### src/rtl/qmta_ram.sv
// Generic simple dual-port RAM: one write port, one registered read port.
// No dependencies.
module qmta_ram #(
  parameter int WIDTH = 8,
  parameter int DEPTH = 16
) (
  input  logic                     clk_i,
  input  logic                     we_i,
  input  logic [$clog2(DEPTH)-1:0] waddr_i,
  input  logic [WIDTH-1:0]         wdata_i,
  input  logic [$clog2(DEPTH)-1:0] raddr_i,
  output logic [WIDTH-1:0]         rdata_o
);

  logic [WIDTH-1:0] mem_q [DEPTH];
  logic [WIDTH-1:0] rdata_q;

  always_ff @(posedge clk_i) begin
    if (we_i) mem_q[waddr_i] <= wdata_i;
    rdata_q <= mem_q[raddr_i];
  end

  assign rdata_o = rdata_q;

endmodule

### config.mk
export PLATFORM = sky130hd
export DESIGN_NAME = qmta_ram
export DESIGN_NICKNAME = d
export VERILOG_FILES = /design/src/rtl/qmta_ram.sv
export SDC_FILE = /design/constraint.sdc
export NUM_CORES = 1
export LEC_CHECK = 0
export BUFFER_PORTS_ARGS = -buffer_cell sky130_fd_sc_hd__buf_2
export CORE_MARGIN = 4
export CORE_UTILIZATION = 54
export CTS_CLUSTER_DIAMETER = 60
export DETAILED_ROUTE_END_ITERATION = 7
export PLACE_DENSITY = 0.84
export SETUP_SLACK_MARGIN = 0.2
export SLEW_MARGIN = 20
export SYNTH_ARGS = -nofsm -noshare
export SYNTH_HDL_FRONTEND = slang
export SYNTH_SLANG_ARGS = --single-unit
### constraint.sdc
create_clock -name clk_i -period 1.6 [get_ports clk_i]
set_input_delay 0.24 -clock clk_i [delete_from_list [all_inputs] [get_ports clk_i]]
set_output_delay 0.24 -clock clk_i [all_outputs]
set_load 0.02 [all_outputs]
### Word-level counts from Yosys, hierarchy flattened

Memories as Yosys holds them, arrays and structs flattened. A register that Yosys moved wholly into a read port is not among the register bits.
Cells that the tools add are included.

| word-level totals | value |
|---|---|
| memories kept | 1 |
| output and inout bits | 8 |
| register bits | 0 |
| word-level logic and storage cells | 3 |
| input bits | 18 |
| memory bits (writable) | 128 |

Memories:

| memory | words | width | rd ports | clocked after memory_dff | wr ports | line | text |
|---|---|---|---|---|---|---|---|
| mem_q | 16 | 8 | 1 | 1 | 1 | 15 | `logic [WIDTH-1:0] mem_q [DEPTH];` |

| operators by class | value |
|---|---|
| mux-type cells | 2 |

Operators by type and width:

| operator | count |
|---|---|
| $mux 1 | 2 |

### Longest topological paths before layout

Gate-level depths: netlist of the first run.

| logic depth | value |
|---|---|
| depth after elaboration | 2 |
| mapped depth | 5 |
| mapped depth without buffers | 3 |

### Least setup slack after synthesis of the first run

Ideal clock, no wire load.

| path | value |
|---|---|
| path type | input port to flip-flop |
| start | input port waddr_i[2] |
| end | memory mem_q[0][0] (enable) |
| buffers on the path | 0 |
| stages on the path | 2 |
| arrival | 1.350 ns |
| path slack | -0.133 ns |
| library setup time | 0.383 ns |
| required time | 1.217 ns |
| cells stage by stage | or3b_2 -> nor3_1 |

RTL lines:

| item | line | text |
|---|---|---|
| from (decl) | 9 | `input logic [$clog2(DEPTH)-1:0] waddr_i,` |
| to (decl) | 15 |  |

Straight into the memory's write port.

==> flow_summary.ini, run 1 <==
[status]
outcome = finished, final reports clean

[power]
p_seq_share_pct = 49.1
combPwrFrac_pct = 5.1
p_int_w = 0.006402
clockPowerShare_pct = 45.8
netSwitchingFraction_pct = 21.52
p_leak_nw = 2.101
vdd_ir_drop_max_uv = 657.7
p_switching_w = 0.001755
power_density_nw_per_um2 = 1322

[sta]
hold_violations = 0
worstMarginPinSlew_ns = 0.4575
fin_skew_ns = 0.005581
setup_viol = 0
slew_headroom_pct = 69.50
final.setup.worst_slack_ns = 0.2598
drv_slew = 0
period_needed_ns = 1.340
hold_slack_ns = 0.1081
post-route-period-util_pct = 83.76
rsz0062_at_grt = false
fmax_mhz = 746.2

[worst_setup_path]
startpoint_type = flip-flop
crit_arrival_ns = 1.74
end_kind = flip-flop
critPathMaxFanout = 1
worstSetupPathType = flip-flop to flip-flop
crit_required_ns = 2.00

[clock_tree]
cts_num_sinks = 136
root_buffer = clkbuf_8
clk_pin_slew_ns = 0.06
clk_latency_ns = 0.52
cts_buffers = 17
cts_max_level = 4
cts_tree = done
clockBufferDepth = 2
postCtsSetupRepairBufs = 0

[die]
initial_core_util_pct = 55.71
fp.dieW_um = 105.6
placementRows = 35
die_h_um = 105.6
die_area_um2 = 11160
ios = 26
coreArea_um2 = 9240

[place]
io_buffers = 25
placed_cells = 395
gp_congestion = 0.7484
pre_cts_slack_ns = -0.06885
placed_area_um2 = 5578
dpl.hpwl_mm = 6.188

[cells_and_area]
layout_commonest_cell = edfxtp_1
fin_nets = 303
area_delta_synth_final_pct = 19.83
stdcell_count = 427
final_area_um2 = 6168
final_layout_size_suffix_gt1_share_pct = 35.23
antennaDiodeCount = 0
final_cell_mix = 128 x edfxtp_1, 25 x buf_2, 19 x mux4_2

[detailed_routing]
post_drt_wl_per_cell_um = 22.92
ant_nets = 0
vias = 2464
dr.pass1.iters = 4
drc = 0
drt_wl_total_mm = 9.787
viasPerCell = 5.770
drt_iter0_markers = 180

[yosys]
synthCells = 229
yosysSeqAreaShare_pct = 77.78
synth_nets = 247
syn_area_um2 = 5147
synth_cell_type_count = 19
ys_warn_count = 0
ys_ff_latch = 136
syn_avg_cell_area_um2 = 22.48

[grt]
grt_use_met1_pct = 26.42
antenna_found_initial = 0
busiest_layer = met2
grt_util_met2_pct = 30.46
grt_max_degree = 33
grt_pass1_vias = 2643
grt_pass1_wl_mm = 15.59
met3_usage_pct = 5.634
gr-total-overflow = 0
grtUsageTotal_pct = 19.74

[worst_hold_path]
hp-class = input port to flip-flop

[run]
maxCapViolations = 0
cells in the mapped netlist, drive strengths merged:
cell type / n / area, um2
a22oi: 16 / 120.1
and2: 1 / 6.260
and2b: 1 / 7.510
buf: 7 / 56.30
clkdlybuf4s25: 3 / 30.03
dfxtp: 8 / 160.2
edfxtp: 128 / 3844
mux4: 32 / 773.2
nand2: 9 / 33.78
nand2b: 2 / 12.51
nand3: 1 / 5.000
nand3b: 2 / 15.01
nor2: 13 / 48.80
nor2b: 1 / 6.260
nor3: 4 / 20.02
or3b: 1 / 8.760
sequential cells by signal (all words and copies together) (netlist names):
signal / flops
rdata_o: 8
mem_q: 128
area by class of cell:
cell class              count  area (um2)
clock buffers              17       414.1
clock inverters            15       165.2
fillers                   543        3072
multi-input cells          83        1084
flip-flops and latches    136        4004
well taps                 129       161.4
repair buffers             47       340.3
path summary, 6_finish.rpt:
check / start / endpoint / slack (ns) / cells past startpoint
setup reg to reg: mem_q[9][6] / rdata_o[6] / 0.26 / 3
hold reg to reg: mem_q[11][2] / rdata_o[2] / 0.69 / 3
hold / removal: wdata_i[2] / mem_q[12][2] / 0.11 / 1
setup / recovery: mem_q[9][6] / rdata_o[6] / 0.26 / 3
worst max-delay path, stage by stage, from the launching register on:
cell and delay, ns:
edfxtp_1 0.42, mux4_2 0.50, a22oi_2 0.22, nand2_1 0.08
metrics by stage:
stage          power (W)  setup TNS [ns]  utilization (%)
6_report        0.008158               0            66.76
3_3_place_gp    0.004472         -0.1169            60.37
4_1_cts         0.008218               0            66.65
5_1_grt         0.008432               0            66.76
2_1_floorplan   0.004306               0                -
3_5_place_dp    0.004490         -0.1902            60.37
layer usage:
metal / vias up / share of wire, %
met5: - / 0
met4: 0 / 2.1
met3: 18 / 8.0
met2: 108 / 52
met1: 1251 / 37
li1: 1087 / -
what timing repair did:
| action | CTS | global route |
|---|---|---|
| hold buffers | 0 | 0 |
| gates resized for setup | 2 | 2 |
| setup endpoints to repair | 1 | 2 |
power groups by stage:
stage / sequential, W / combinational (W) / clock (W)
after global placement: 0.00408 / 0.000396 / 0
final: 0.00401 / 0.000412 / 0.00374
after floorplan: 0.00410 / 0.000203 / 0
after detailed placement: 0.00408 / 0.000408 / 0
after global routing: 0.00401 / 0.000445 / 0.00397
after CTS: 0.00401 / 0.000415 / 0.00379
kinds of logic after synthesis:
group / count (synthesis) / share of synthesized area (%)
muxes: 32 / 15.02
DFF: 136 / 77.78
buffers and inverters: 10 / 1.677
AOI/OAI and AO/OA: 16 / 2.334
and+or+nand+nor: 35 / 3.184
Power figures use the tool's default switching activity.
==> run 2, diff against run 1 <==
--- a/config.mk
+++ b/config.mk
@@ -7,10 +7,10 @@
 export LEC_CHECK = 0
 export BUFFER_PORTS_ARGS = -buffer_cell sky130_fd_sc_hd__buf_2
 export CORE_MARGIN = 4
-export CORE_UTILIZATION = 54
+export CORE_UTILIZATION = 60
 export CTS_CLUSTER_DIAMETER = 60
 export DETAILED_ROUTE_END_ITERATION = 7
-export PLACE_DENSITY = 0.84
+export PLACE_DENSITY = 0.88
 export SETUP_SLACK_MARGIN = 0.2
 export SLEW_MARGIN = 20
 export SYNTH_ARGS = -nofsm -noshare
==> constraint.sdc (replaced) <==
create_clock -name clk_i -period 1.3 [get_ports clk_i]
set_input_delay 0.195 -clock clk_i [delete_from_list [all_inputs] [get_ports clk_i]]
set_output_delay 0.195 -clock clk_i [all_outputs]
set_load 0.02 [all_outputs]
==> run 2 against run 1 <==
Compared with the run above: the run now ends with negative setup slack left; routed wire length is 11% higher; non-clock buffer count up 4; final cell count is 4.7% lower; register-to-register slack lost 0.32 ns; die area shrank 9.3%; utilization grew 9.7 points; sequential power rose by 23%; first-iteration DRC count rose by 57%; sequential cell count did not move.
==> flow_summary.ini, run 2 (synthesis gave the netlist of run 1 again) <==
[worst_setup_path]
r2r_slack_ns = -0.06
startpoint_type = flip-flop
rr_worst_depth = 3
crit_arrival_ns = 1.74
worstSetupPathType = flip-flop to flip-flop
cp-startpoint = mem_q[11][3]
critPathMaxFanout = 1
r2r_start = mem_q[11][3]
end_kind = flip-flop
endpoint = rdata_o[3]
r2r-end = rdata_o[3]
crit_required_ns = 1.68

[place]
gp_congestion = 0.7906
placed_cells = 375
dpl.hpwl_mm = 6.832
io_buffers = 25

[detailed_routing]
viasPerCell = 6.256
drc = 0
ant_nets = 0
vias = 2546
dr.pass1.iters = 4
drt_iter0_markers = 283
drt_wl_total_mm = 10.88
post_drt_wl_per_cell_um = 26.74

[die]
fp.dieW_um = 100.6
die_area_um2 = 10130
placementRows = 33
coreArea_um2 = 8299
die_h_um = 100.6
initial_core_util_pct = 62.02
ios = 26

[power]
p_seq_share_pct = 51.4
power.total_w = 0.009630
p_int_w = 0.007516
p_switching_w = 0.002115
p_leak_nw = 2.081
netSwitchingFraction_pct = 21.96
power_density_nw_per_um2 = 1517
vdd_ir_drop_max_uv = 1041
combPwrFrac_pct = 6.2
clockPowerShare_pct = 42.3

[status]
violations = negative setup slack
outcome = complete, but fails checks

[cells_and_area]
antennaDiodeCount = 0
stdcell_count = 407
fill_cells = 418
final_cell_mix = 128 x edfxtp_1, 32 x mux4_2, 17 x buf_2
fin_nets = 307
final_layout_size_suffix_gt1_share_pct = 46.69
largest_reg_flops = 128
area_delta_synth_final_pct = 23.31
layout_commonest_cell = edfxtp_1
regMostFlops = mem_q

[clock_tree]
clockBufferDepth = 2
clk_latency_ns = 0.51
cts_tree = done
clk_pin_slew_ns = 0.06
cts_max_level = 4
cts_num_sinks = 136
cts_buffers = 17
root_buffer = clkbuf_8

[sta]
fin_skew_ns = 0.009961
setup_viol = 2
fmax_mhz = 737.7
period_needed_ns = 1.356
drv_slew = 0
rsz0062_at_grt = true
hold_violations = 0
final.setup.worst_slack_ns = -0.05565
worstMarginPinSlew_ns = 0.9262
post-route-period-util_pct = 104.3
slew_headroom_pct = 38.03

[worst_hold_path]
hp-class = input port to flip-flop
hold_path_depth = 1

[grt]
gr-total-overflow = 0
grtUsageTotal_pct = 24.01
antenna_found_initial = 0
grt_max_degree = 25
grt_pass1_wl_mm = 16.59
grt_pass1_vias = 2687

[run]
maxCapViolations = 0
## run 2: cell types whose count changed in the layout (fill, tap and decap cells not counted), moves of 8 or more
cell	delta
mux4_1	-13
buf_12	+12
buf_2	-8
mux4_2	+13
nor2_2	+8
nor2_1	-11
## run 2: power groups by stage
stage / clock network [W] / registers, W / logic [W]
final: 0.00407 / 0.00495 / 0.000602
after global placement: 0 / 0.00502 / 0.000534
after floorplan: 0 / 0.00505 / 0.000285
after global routing: 0.00434 / 0.00496 / 0.000643
after detailed placement: 0 / 0.00503 / 0.000558
after CTS: 0.00413 / 0.00495 / 0.000607
## run 2: how the worst min path moves through the flow
stage,start,to,slack [ns]
3_5_place_dp,wdata_i[1],mem_q[14][1],0.58
6_report,wdata_i[1],mem_q[4][1],0.06
4_1_cts,wdata_i[1],mem_q[4][1],0.04
3_3_place_gp,wdata_i[0],mem_q[15][0],0.56
5_1_grt,wdata_i[0],mem_q[13][0],0.05
2_1_floorplan,wdata_i[0],mem_q[0][0],0.29
## run 2: final cells by class
type | count | area, um2 | area share, %
well taps | 105 | 131.4 | 2.070
clock buffers | 17 | 414.1 | 6.525
clock inverters | 15 | 103.9 | 1.636
multi-input cells | 83 | 1119 | 17.62
repair buffers | 51 | 566.8 | 8.930
flip-flops and latches | 136 | 4013 | 63.22
## run 2: worst max-delay path: stages, from the launching register on
cell      delay (ns)
edfxtp_1        0.39
mux4_2          0.50
a22oi_2         0.25
nand2_1         0.09
## run 2: metrics by stage
step / worst slack [ns] / utilization (%) / TNS [ns] / area [um2] / hold slack, ns
after detailed placement: -0.3807 / 69.26 / -11.61 / 5748 / 0.5750
after global placement: -0.3377 / 69.26 / -9.139 / 5748 / 0.5621
after floorplan: 0.001990 / - / 0 / 5216 / 0.2939
after global routing: -0.07405 / 76.48 / -0.3461 / 6347 / 0.05465
after CTS: -0.08573 / 76.42 / -0.2214 / 6342 / 0.03677
final: -0.05565 / 76.48 / -0.1037 / 6347 / 0.05886
## run 2: metal layers
layer / routed length [um] / track usage [%] / share of wire [%]
met1: 4043 / 31.16 / 37
met2: 5786 / 39.59 / 53
met3: 910 / 6.920 / 8.4
met4: 141 / 7.668 / 1.3
met5: 0 / 0 / 0
## run 2: timing repair
item                                   CTS  global route
setup endpoints to repair               16            16
endpoints found under the hold margin    0             0
buffers inserted                         0             0
resized for setup                       28             1
hold buffers                             0             0
pin swaps                                3             1
==> run 3, diff against run 2 <==
--- a/config.mk
+++ b/config.mk
@@ -5,12 +5,15 @@
 export SDC_FILE = /design/constraint.sdc
 export NUM_CORES = 1
 export LEC_CHECK = 0
+export ABC_AREA = 1
 export BUFFER_PORTS_ARGS = -buffer_cell sky130_fd_sc_hd__buf_2
+export CELL_PAD_IN_SITES_DETAIL_PLACEMENT = 1
+export CELL_PAD_IN_SITES_GLOBAL_PLACEMENT = 1
 export CORE_MARGIN = 4
-export CORE_UTILIZATION = 60
+export CORE_UTILIZATION = 49
 export CTS_CLUSTER_DIAMETER = 60
 export DETAILED_ROUTE_END_ITERATION = 7
-export PLACE_DENSITY = 0.88
+export PLACE_DENSITY = 0.89
 export SETUP_SLACK_MARGIN = 0.2
 export SLEW_MARGIN = 20
 export SYNTH_ARGS = -nofsm -noshare
==> run 3 against run 2 <==
Compared with the run above: sequential cell count is the same; critical endpoint is now rdata_o[5]; the flow now finishes without violations; highest routed layer unchanged; critical path type is now flip-flop to primary output; synthesized cell count grew 140%; largest power group is now the clock network; critical path depth shrank 2; total power grew 14%; clock skew shrank 0.0036 ns; combinational power grew 24%; clock-buffer cell count grew 1; final area grew 9.6%.
==> flow_summary.ini, run 3 <==
[detailed_routing]
drt_wl_total_mm = 17.53
drc = 0
post_drt_wl_per_cell_um = 23.16
viasPerCell = 5.642
ant_nets = 0
drt_iter0_markers = 450
vias = 4271
dr.pass1.iters = 5

[clock_tree]
root_buffer = clkbuf_16
clockBufferDepth = 2
clk_pin_slew_ns = 0.06
cts_num_sinks = 136
cts_max_level = 4
clk_latency_ns = 0.42
cts_tree = done
postCtsSetupRepairBufs = 0
cts_buffers = 17

[worst_setup_path]
worst_path_max_delay_cell = dfxtp_4
r2r_start = mem_q[5][2]
path_buf_inv = 1
cp_cell_sequence = buf_6
crit_arrival_ns = 0.90
cp_slowest_stage_delay_ns = 0.35
worstSetupPathType = flip-flop to primary output
startpoint_type = flip-flop
cp_top_family = flip-flops
r2r-end = rdata_o[2]
rr_worst_depth = 6
end_kind = primary output
r2r_slack_ns = 0.22
crit_required_ns = 1.11
critPathMaxFanout = 1

[worst_hold_path]
hold_start = wdata_i[4]
hold_path_depth = 1
hp-class = input port to flip-flop
hold_end = mem_q[6][4]

[place]
gp_congestion = 0.7864
io_buffers = 25
dpl.hpwl_mm = 10.18

[sta]
slew_headroom_pct = 69.47
fin_tns_setup_ns = 0
period_needed_ns = 1.094
hold_violations = 0
fin_skew_ns = 0.006411
fmax_mhz = 914.2
drv_slew = 0
rsz0062_at_grt = true
worstMarginPinSlew_ns = 0.4575
post-route-period-util_pct = 84.15
setup_viol = 0

[grt]
grtUsageTotal_pct = 28.05
gr-total-overflow = 0
antenna_found_initial = 0
grt_pass1_wl_mm = 26.92
grt_max_degree = 65
grt_pass1_vias = 4635

[power]
p_seq_share_pct = 45.3
power_density_nw_per_um2 = 1571
clockPowerShare_pct = 47.9
p_int_w = 0.008525
netSwitchingFraction_pct = 22.01
vdd_ir_drop_max_uv = 1060
p_switching_w = 0.002407
combPwrFrac_pct = 6.8
p_leak_nw = 3.036

[die]
placementRows = 39
initial_core_util_pct = 50.29
ios = 26
fp.dieW_um = 116.5
die_h_um = 116.5
die_area_um2 = 13570
coreArea_um2 = 11470

[yosys]
synth_edf_count = 128
ys_warn_count = 0
syn_avg_cell_area_um2 = 10.47
async_flop_share_pct = 0
synth_top_area_cell = edfxtp_1
synth_nets = 569
ys_top_cells_by_area = edfxtp_1 67%, nand2_1 11%, nand3_1 8.4%
syn_area_um2 = 5767
synthFlopType = edfxtp_1
synth_top_area_share_pct = 66.65
ys_ff_latch = 136
synthCells = 551
yosysSeqAreaShare_pct = 69.43
synth_cell_type_count = 12
synth_common_cells = 173 x nand2_1, 128 x edfxtp_1, 100 x inv_1, 97 x nand3_1, 17 x nor2_1
yosysMostFrequentCell = nand2_1

[cells_and_area]
utilization_pct = 60.69
largest_reg_flops = 128
final_layout_size_suffix_gt1_share_pct = 16.94
final_cell_mix = 171 x nand2_1, 128 x edfxtp_1, 99 x inv_1
antennaDiodeCount = 0
area_delta_synth_final_pct = 20.68
regMostFlops = mem_q
fill_cells = 1202
ff_latch_area_um2 = 4014
layout_commonest_cell = nand2_1
multiInputGateArea_um2 = 1274
fin_nets = 619

[status]
outcome = finished, final reports clean

[run]
maxCapViolations = 0
==> run 3: how the worst max path moves through the flow <==
stage | from | to | slack (ns) | depth (start not counted)
2_1_floorplan | waddr_i[2] | mem_q[10][0] | 0.15 | 2
3_3_place_gp | waddr_i[3] | mem_q[5][0] | 0.09 | 4
3_5_place_dp | raddr_i[0] | rdata_o[7] | -0.02 | 7
4_1_cts | rdata_o[0] | rdata_o[0] | 0.19 | 1
5_1_grt | rdata_o[0] | rdata_o[0] | 0.18 | 1
6_report | rdata_o[5] | rdata_o[5] | 0.21 | 1
==> run 3: power by group through the flow <==
| stage | clock [W] | sequential (W) | combinational [W] |
|---|---|---|---|
| 6_report | 0.00523 | 0.00495 | 0.000748 |
| 5_1_grt | 0.00548 | 0.00496 | 0.000807 |
| 3_5_place_dp | 0 | 0.00503 | 0.000679 |
| 3_3_place_gp | 0 | 0.00502 | 0.000634 |
| 2_1_floorplan | 0 | 0.00505 | 0.000347 |
| 4_1_cts | 0.00524 | 0.00495 | 0.000723 |
==> run 3: area by class of cell <==
cell class | instances | share of cell area [%]
clock inverters | 14 | 2.931
multi-input cells | 289 | 18.30
clock buffers | 18 | 6.167
flip-flops and latches | 136 | 57.68
repair buffers | 55 | 6.850
well taps | 143 | 2.571
inverters | 102 | 5.502
==> run 3: cell families after synthesis <==
logic type             count (synthesis)  synth area share [%]
AND/OR/NAND/NOR                      289                 21.05
flip-flops                           136                 69.43
buffers and inverters                126                 9.525
==> run 3: through the flow <==
stage	setup slack (ns)	cells	hold slack, ns	instance area, um2	total power, W
CTS	0.1889	757	0.1655	6893	0.01092
global placement	0.09483	725	0.5916	6222	0.005656
global route	0.1772	757	0.1760	6959	0.01125
finish	0.2061	757	0.1741	6959	0.01093
floorplan	0.1542	551	0.2939	5772	0.005399
detailed placement	-0.01925	725	0.6087	6222	0.005711
==> run 3: repair_timing <==
item,4_1_cts,5_1_grt
hold endpoints to repair,0,0
hold buffers,0,0
gates resized for setup,15,17
pin swaps,0,1
endpoints found under the setup margin,7,13
==> run 3: layer usage <==
layer  part of all wire (%)  track usage (%)  wire length (um)  vias to the layer above
li1                       -                -                 -                     1877
met1                     39            34.63              6770                     2153
met2                     52            48.63              9154                      202
met3                    6.6            5.907              1157                       39
met4                    2.6            10.60               448                        0
met5                      0                0                 0                        -
